**src/lcm_pkg.sv**
```systemverilog
// shared constants and types for the line command matcher
package lcm_pkg;

  typedef logic [7:0] byte_t;

  // line buffer depth, counter holds 0 to LINE_DEPTH-1
  localparam int LINE_DEPTH = 32;
  localparam int LEN_W      = $clog2(LINE_DEPTH);

  localparam byte_t BYTE_PROG    = 8'h7F;
  localparam byte_t BYTE_NEWLINE = 8'h0A;

  localparam int CMD_COUNT   = 6;
  localparam int CMD_MAX_LEN = 8;
  localparam int CMD_IDX_W   = $clog2(CMD_MAX_LEN);
  localparam int CMD_LEN_W   = $clog2(CMD_MAX_LEN + 1);

  typedef enum logic [2:0] {
    EV_NONE,
    EV_STOP,
    EV_START,
    EV_AGC_ON,
    EV_AGC_OFF,
    EV_ACQUIRE,
    EV_RESTART
  } event_t;

  localparam byte_t CMD_TEXT [CMD_COUNT][CMD_MAX_LEN] = '{
    '{"A", "S", "T", "O", "P", "Z", 8'h00, 8'h00},
    '{"A", "S", "T", "A", "R", "T", "Z", 8'h00},
    '{"A", "A", "G", "C", "O", "N", "Z", 8'h00},
    '{"A", "A", "G", "C", "O", "F", "F", "Z"},
    '{"A", "A", "C", "Q", "Z", 8'h00, 8'h00, 8'h00},
    '{"A", "R", "E", "S", "E", "T", "Z", 8'h00}
  };

  localparam logic [CMD_LEN_W-1:0] CMD_LEN [CMD_COUNT] = '{
    CMD_LEN_W'(6), CMD_LEN_W'(7), CMD_LEN_W'(7),
    CMD_LEN_W'(8), CMD_LEN_W'(5), CMD_LEN_W'(7)
  };

  localparam event_t EVENT_CODE [CMD_COUNT] = '{
    EV_STOP, EV_START, EV_AGC_ON, EV_AGC_OFF, EV_ACQUIRE, EV_RESTART
  };

endpackage

```
**src/line_command_matcher.sv**
```systemverilog
// line command matcher: collects serial bytes into a line and decodes commands
//
// Input channel: in_valid / in_stall carry one received byte (rx_byte) per beat.
// Output channel: out_valid / out_stall carry one result beat per input beat:
//   event_res (0 none, 1 stop, 2 start, 3 agc on, 4 agc off, 5 acquire,
//   6 restart), line_end (the byte was a newline) and program_mode (sticky
//   flag, set once 0x7F has been seen).
// The result beat is registered: a byte accepted in one cycle shows its result
// beat in the next. Throughput is one byte per cycle while the receiver does not
// stall; the line is matched on the fly with one prefix flag per command, so the
// per-byte work is a single byte compare per command and a length check.
// When the receiver stalls, the result register holds its beat and in_stall
// rises in the same cycle, so no byte is taken until the beat leaves; a new
// byte is accepted in the cycle the waiting beat is taken.
// Reset empties the line, sets every prefix flag, clears the programming flag and
// the output valid; the block is ready for a byte in the first cycle after reset.
module line_command_matcher (
  input  logic                clk,
  input  logic                rst,
  input  logic                in_valid,
  output logic                in_stall,
  input  lcm_pkg::byte_t      rx_byte,
  output logic                out_valid,
  input  logic                out_stall,
  output logic [2:0]          event_res,
  output logic                line_end,
  output logic                program_mode
);
  import lcm_pkg::*;

  logic                 in_accept;
  logic [LEN_W-1:0]     line_length;
  logic [LEN_W-1:0]     line_length_next;
  logic [CMD_COUNT-1:0] prefix_ok;
  logic [CMD_COUNT-1:0] prefix_ok_next;
  logic [CMD_COUNT-1:0] prefix_hit;
  logic                 prog_flag;
  logic                 prog_flag_next;
  event_t               event_q;
  event_t               event_next;
  logic                 line_end_next;

  assign in_stall     = out_valid && out_stall;
  assign in_accept    = in_valid && !in_stall;
  assign event_res    = event_q;
  assign program_mode = prog_flag;

  // byte matches the command character at the current position
  always_comb begin
    for (int c = 0; c < CMD_COUNT; c++) begin
      prefix_hit[c] = (line_length < LEN_W'(CMD_LEN[c])) &&
                      (rx_byte == CMD_TEXT[c][line_length[CMD_IDX_W-1:0]]);
    end
  end

  always_comb begin
    line_length_next = line_length;
    prefix_ok_next   = prefix_ok;
    prog_flag_next   = prog_flag;
    event_next       = EV_NONE;
    line_end_next    = 1'b0;
    if (rx_byte == BYTE_PROG) begin
      prog_flag_next = 1'b1;
    end else if (rx_byte == BYTE_NEWLINE) begin
      line_end_next = 1'b1;
      // descending so the first command in the list wins
      for (int c = CMD_COUNT - 1; c >= 0; c--) begin
        if (prefix_ok[c] && (line_length == LEN_W'(CMD_LEN[c]))) begin
          event_next = EVENT_CODE[c];
        end
      end
      line_length_next = '0;
      prefix_ok_next   = '1;
    end else if (line_length < LEN_W'(LINE_DEPTH - 1)) begin
      line_length_next = line_length + LEN_W'(1);
      prefix_ok_next   = prefix_ok & prefix_hit;
    end else begin
      // overflow: drop byte and restart the line
      line_length_next = '0;
      prefix_ok_next   = '1;
    end
  end

  always_ff @(posedge clk) begin
    if (rst) begin
      line_length <= '0;
      prefix_ok   <= '1;
      prog_flag   <= 1'b0;
      out_valid   <= 1'b0;
      event_q     <= EV_NONE;
      line_end    <= 1'b0;
    end else begin
      if (in_accept) begin
        line_length <= line_length_next;
        prefix_ok   <= prefix_ok_next;
        prog_flag   <= prog_flag_next;
        event_q     <= event_next;
        line_end    <= line_end_next;
        out_valid   <= 1'b1;
      end else if (!out_stall) begin
        out_valid <= 1'b0;
      end
    end
  end

endmodule

```
**config.mk**
```make
export PLATFORM = sky130hd
export DESIGN_NAME = line_command_matcher
export DESIGN_NICKNAME = d
export VERILOG_FILES = /design/src/lcm_pkg.sv /design/src/line_command_matcher.sv
export SDC_FILE = /design/constraint.sdc
export NUM_CORES = 1
export LEC_CHECK = 0
export BUFFER_PORTS_ARGS = -buffer_cell sky130_fd_sc_hd__buf_4
export CAP_MARGIN = 10
export CORE_ASPECT_RATIO = 1.2
export CORE_MARGIN = 3
export CORE_UTILIZATION = 30
export CTS_CLUSTER_DIAMETER = 30
export DETAILED_ROUTE_END_ITERATION = 10
export PLACE_DENSITY_LB_ADDON = 0.12
export SLEW_MARGIN = 10
export SYNTH_ARGS = -nofsm -noshare
export SYNTH_HDL_FRONTEND = slang
export SYNTH_SLANG_ARGS = --single-unit
```
**constraint.sdc**
```tcl
create_clock -name clk -period 2.9 [get_ports clk]
set_input_delay 0.145 -clock clk [delete_from_list [all_inputs] [get_ports clk]]
set_output_delay 0.145 -clock clk [all_outputs]
set_load 0.02 [all_outputs]
```
## Word level (Yosys, flattened, before mapping)

Memories as Yosys holds them, arrays and structs flattened.
Cells that the tools add are included.

- Bits in registers: 17
- ROM bits: 384
- Bits of input ports: 12
- Output and inout port bits: 7
- Logic and storage cells: 80
- Memories kept: 6

Memory list:

| memory | depth | bits a word | read ports | clocked after memory_dff | wr ports | RTL line | source |
|---|---|---|---|---|---|---|---|
| (no name shown) | 8 | 8 | 1 | 0 | 0 | line_command_matcher.sv:52 | `(rx_byte == CMD_TEXT[c][line_length[CMD_IDX_W-1:0]]);` |
| (no name shown) | 8 | 8 | 1 | 0 | 0 | line_command_matcher.sv:52 |  |
| (no name shown) | 8 | 8 | 1 | 0 | 0 | line_command_matcher.sv:52 |  |
| (no name shown) | 8 | 8 | 1 | 0 | 0 | line_command_matcher.sv:52 |  |
| (no name shown) | 8 | 8 | 1 | 0 | 0 | line_command_matcher.sv:52 |  |
| (no name shown) | 8 | 8 | 1 | 0 | 0 | line_command_matcher.sv:52 |  |

- $add $sub $neg: 1
- Magnitude comparators: 6
- Equality and inequality tests: 13
- Muxes and demuxes: 28
- Bitwise gates (word level): 3
- Reduce and logical (&&, ||, !) cells: 17

Operators with widths:

| operator | count |
|---|---|
| $mux 8 | 12 |
| $eq 8x8->1 | 6 |
| $mux 3 | 8 |
| $eq 5x3->1 const B | 3 |
| $lt 5x3->1 const B | 3 |
| $logic_and 1x1->1 | 14 |
| $mux 6 | 2 |
| $mux 5 | 2 |
| $eq 8x4->1 const B | 1 |
| $eq 8x7->1 const B | 1 |
| $and 6x6->6 | 1 |
| $add 5x1->5 const B | 1 |
| $eq 5x4->1 const B | 1 |
| $lt 5x4->1 const B | 1 |
| $lt 5x5->1 const B | 1 |
| $ge 4x4->1 const B | 1 |
| $mux 1 | 4 |
| $not 3->4 | 1 |
| $reduce_and 2->1 | 2 |
| $ne 2x1->1 const B | 1 |
| $logic_not 1->1 | 1 |
| $not 1->1 | 1 |

## Longest topological paths before layout

- Depth in word-level cells: 10
- Gate-level depth with buffers: 8
- Gate-level depth less buffers: 7

## Least setup slack after synthesis

No wires, ideal clock.

- Kind: register to register
- Start: register line_length[0]
- End: register prefix_ok[0]
- Setup time: 0.069 ns
- Data arrival time: 1.908 ns
- Required time: 2.831 ns
- Path slack: 0.922 ns
- Cell stages (with the launch flop): 8
- Path buffers: 0
- Clock period less this slack: 1.978 ns
- Path through: dfxtp_1 -> inv_1 -> ha_1 -> or4b_2 -> o21ai_0 -> o2bb2ai_1 -> o311ai_0 -> o21ai_1

- Longest elaborated chain between the ends: 9
- Elaborated cells on any way between the ends: 11
- Classes of those cells: order compare (2); eq/ne (1); mux (4); bitwise (2); reduce/logical (1); memory (1)

RTL lines:

| item | RTL line | source |
|---|---|---|
| from (decl) | line_command_matcher.sv:32 | `logic [LEN_W-1:0] line_length;` |
| from (signal assigned) | line_command_matcher.sv:94 | `line_length <= line_length_next;` |
| $not 3->4 (implied by the code) | line_command_matcher.sv:52 |  |
| $mem_v2 8x8 | -- |  |
| $mux 8 (implied by the code) (2 in a row) | line_command_matcher.sv:52 |  |
| $eq 8x8->1 | line_command_matcher.sv:52 |  |
| $logic_and 1x1->1 | line_command_matcher.sv:51 | `prefix_hit[c] = (line_length < LEN_W'(CMD_LEN[c])) &&` |
| $and 6x6->6 | line_command_matcher.sv:76 | `prefix_ok_next = prefix_ok & prefix_hit;` |
| $mux 6 (*) | line_command_matcher.sv:74 | `end else if (line_length < LEN_W'(LINE_DEPTH - 1)) begin` |
| $mux 6 (*) | line_command_matcher.sv:64 | `end else if (rx_byte == BYTE_NEWLINE) begin` |
| to (signal assigned) | line_command_matcher.sv:95 | `prefix_ok <= prefix_ok_next;` |
| to (decl) | line_command_matcher.sv:34 | `logic [CMD_COUNT-1:0] prefix_ok;` |

Mark *: on every way between the ends. The rest lies on a longest branch, timed or not. The select of a mux whose other input is x is not followed.
A chain may end at the register's enable or synchronous reset.

## Worst setup path after layout

Same ends and word-level chain as after synthesis.

==> results.toml <==
[global_route]
overflow = 0
grt_max_degree = 27
top_usage_layer = "met2"
antenna_found_initial = 0
grt_pass1_wl_um = 7910
globalRouteMet1Util = 0.224
grtUsageMet2 = 0.245
grt_use_total = 0.158
grt_use_met3 = 0.0277
grt_pass1_vias = 1515

[timing]
report.final.slew_viol_count = 0
rsz0062_at_grt = "no"
setup_viol = 0
finalClockSkew_ns = 0.00106
finalHoldViolCount = 0
final.setup.tns_ns = 0
min_period_over_period = 0.803
max_freq_mhz = 429
finalCriticalPeriod_ns = 2.33
timing.slew.headroom = 0.607
tightest_slew_ns = 0.584

[clock_tree]
clk_latency_ns = 0.26
cts_hold_buf = 0
clk_path_buf_depth = 2
cts_buffers = 3
clkTransAtPathRegs_ns = 0.07
cts_tree = "yes"
cts_resized = 0
cts.sinks = 17
h-tree-depth = 1
root_buffer = "clkbuf_8"
post_cts_buffers = 0

[floorplanning]
die_height_um = 87.0
die_x_um = 73.5
initial_core_util = 0.320
num_io_pins = 19
rows = 28
core_um2 = 5110
die_area_um2 = 6390

[finish]
diodes = 0
fin_area_um2 = 1810
layout-drive-gt1-share = 0.127
fin_nets = 250
post_layout_nonfiller_instances = 289
syn_to_final_growth_pct = 10.7

[power]
p_per_area_nw_per_um2 = 358
total_power_uw = 650
p_leak_uw = 0.000657
peakVddDrop_uv = 177

[synth]
synth.avg_cell_area_um2 = 7.35
async_flop_share = 0
synth-seq-cells = 17
ys.warnings.count = 0
synth_edf_count = 0
synthCells = 223
yosysSeqAreaShare = 0.208
synth_ff_type = "dfxtp_1"
syn-cell-area_um2 = 1640
synth_cell_type_count = 52
syn_nets = 243

[placed_design]
postPlaceCellArea_um2 = 1770
dp_hpwl_um = 3620
port-buffer-count = 18
dp_cells = 285
place_congestion = 0.804

[critical_path]
crit_slowest_cell = "or4b_2"
cp_data_required_time_ns = 3.09
crit_arrival_ns = 2.52
worstSetupStartpointType = "flop"
critPathMaxStageDelay_ns = 0.60
cp_cell_sequence = "inv_1, ha_1, or4b_2, o21ai_0, o2bb2ai_1, o311ai_0, o21ai_1"
crit_fanout = 9
critPathKind = "reg -> reg"
end_kind = "flop"

[routing]
vias_per_cell = 5.74
first_iter_violations = 184
ant_nets = 0
avgRoutedWirePerCell_um = 17.2
routed_wl_um = 4960
num_vias = 1659
drc_errors = 0
drt_first_pass_iters = 4

[outcome]
status = "complete, no violations"

[min_path]
worstHoldPathType = "in -> reg"

[flow_run]
cap_violations = 0
cell usage in the layout, fill, tap and decap left out, types with 2 or more instances in the layout:
| cell | Yosys | layout |
|---|---|---|
| nand4_1 | 6 | 6 |
| a21oi_1 | 18 | 18 |
| clkbuf_8 | 0 | 3 |
| o31ai_1 | 3 | 3 |
| nand3b_1 | 2 | 2 |
| nor2b_1 | 6 | 6 |
| buf_4 | 1 | 20 |
| nor4_1 | 3 | 3 |
| nand2b_1 | 9 | 9 |
| nor3_1 | 10 | 10 |
| o21ai_0 | 14 | 14 |
| nand2_1 | 21 | 21 |
| o211ai_1 | 2 | 2 |
| nor2_1 | 19 | 19 |
| a311oi_1 | 2 | 2 |
| a22oi_1 | 5 | 5 |
| or3_1 | 2 | 2 |
| ha_1 | 8 | 8 |
| o21ai_1 | 2 | 2 |
| xor2_1 | 14 | 14 |
| dfxtp_1 | 17 | 17 |
| a211o_1 | 2 | 2 |
| inv_1 | 7 | 7 |
| nand3_1 | 3 | 3 |
| o2111ai_1 | 2 | 2 |
| xnor2_1 | 6 | 6 |
final timing paths:
path	startpoint	endpoint	slack, ns	cells after the start
setup / recovery	line_length[0]	prefix_ok[0]	0.57	7
hold / removal	in_valid	out_valid	0.12	3
setup reg to reg	line_length[0]	prefix_ok[0]	0.57	7
hold reg to reg	program_mode	program_mode	0.47	2
registers in the layout, indices dropped and copies added (netlist names):
register and count:
line_length 5, prefix_ok 6, out_valid 1, program_mode 1
line_end 1, event_res 3
power breakdown:
part / switching [uW] / total (uW) / internal [uW]
Sequential: 16.9 / 261 / 244
Combinational: 120 / 199 / 79.3
Clock: 92.6 / 190 / 97.8
Total: 229 / 650 / 421
cell families after synthesis:
family | after synthesis | share of synthesized area
AOI/OAI and AO/OA | 64 | 0.257
xor gates and xnor gates | 20 | 0.107
adders and majority gates | 8 | 0.0611
buffers and inverters | 25 | 0.0740
DFF | 17 | 0.208
muxes | 1 | 0.00611
and+or+nand+nor | 88 | 0.287
cells in the mapped netlist (7+ instances only):
| library cell | count | area (um2) |
|---|---|---|
| a21oi_1 | 18 | 90.1 |
| clkbuf_1 | 7 | 26.3 |
| dfxtp_1 | 17 | 340 |
| ha_1 | 8 | 100 |
| inv_1 | 7 | 26.3 |
| nand2_1 | 21 | 78.8 |
| nand2b_1 | 9 | 56.3 |
| nor2_1 | 19 | 71.3 |
| nor3_1 | 10 | 50.1 |
| o21ai_0 | 14 | 70.1 |
| xor2_1 | 14 | 123 |
area by class of cell:
| cell class | count | area (um2) |
|---|---|---|
| tap | 60 | 75.1 |
| timing repair buffer | 20 | 150 |
| fill | 561 | 3300 |
| multi-input combinational | 181 | 1180 |
| sequential | 17 | 340 |
| inverter | 7 | 26.3 |
| clock buffer | 4 | 45.0 |
critical path: cells and delay by family, from the launching register on:
kind,cells,cell delay (ns)
adder cells (fa/ha/maj),1,0.30
AND/OR/NAND/NOR,1,0.60
flip-flops,1,0.50
buffers and inverters,1,0.25
AO/OA/AOI/OAI,4,0.63
per-layer routing:
layer / up-vias / part of all wire
li1: 816 / -
met1: 800 / 0.48
met2: 38 / 0.47
met3: 5 / 0.041
met4: 0 / 0.011
met5: - / 0
stage by stage:
step	utilization	hold WS, ns	setup slack (ns)
after floorplan	-	0.266	0.922
after global placement	0.346	0.378	0.590
after detailed placement	0.346	0.392	0.592
after CTS	0.355	0.125	0.574
after global routing	0.355	0.124	0.435
final	0.355	0.118	0.570
(Power assumes the default switching activity.)
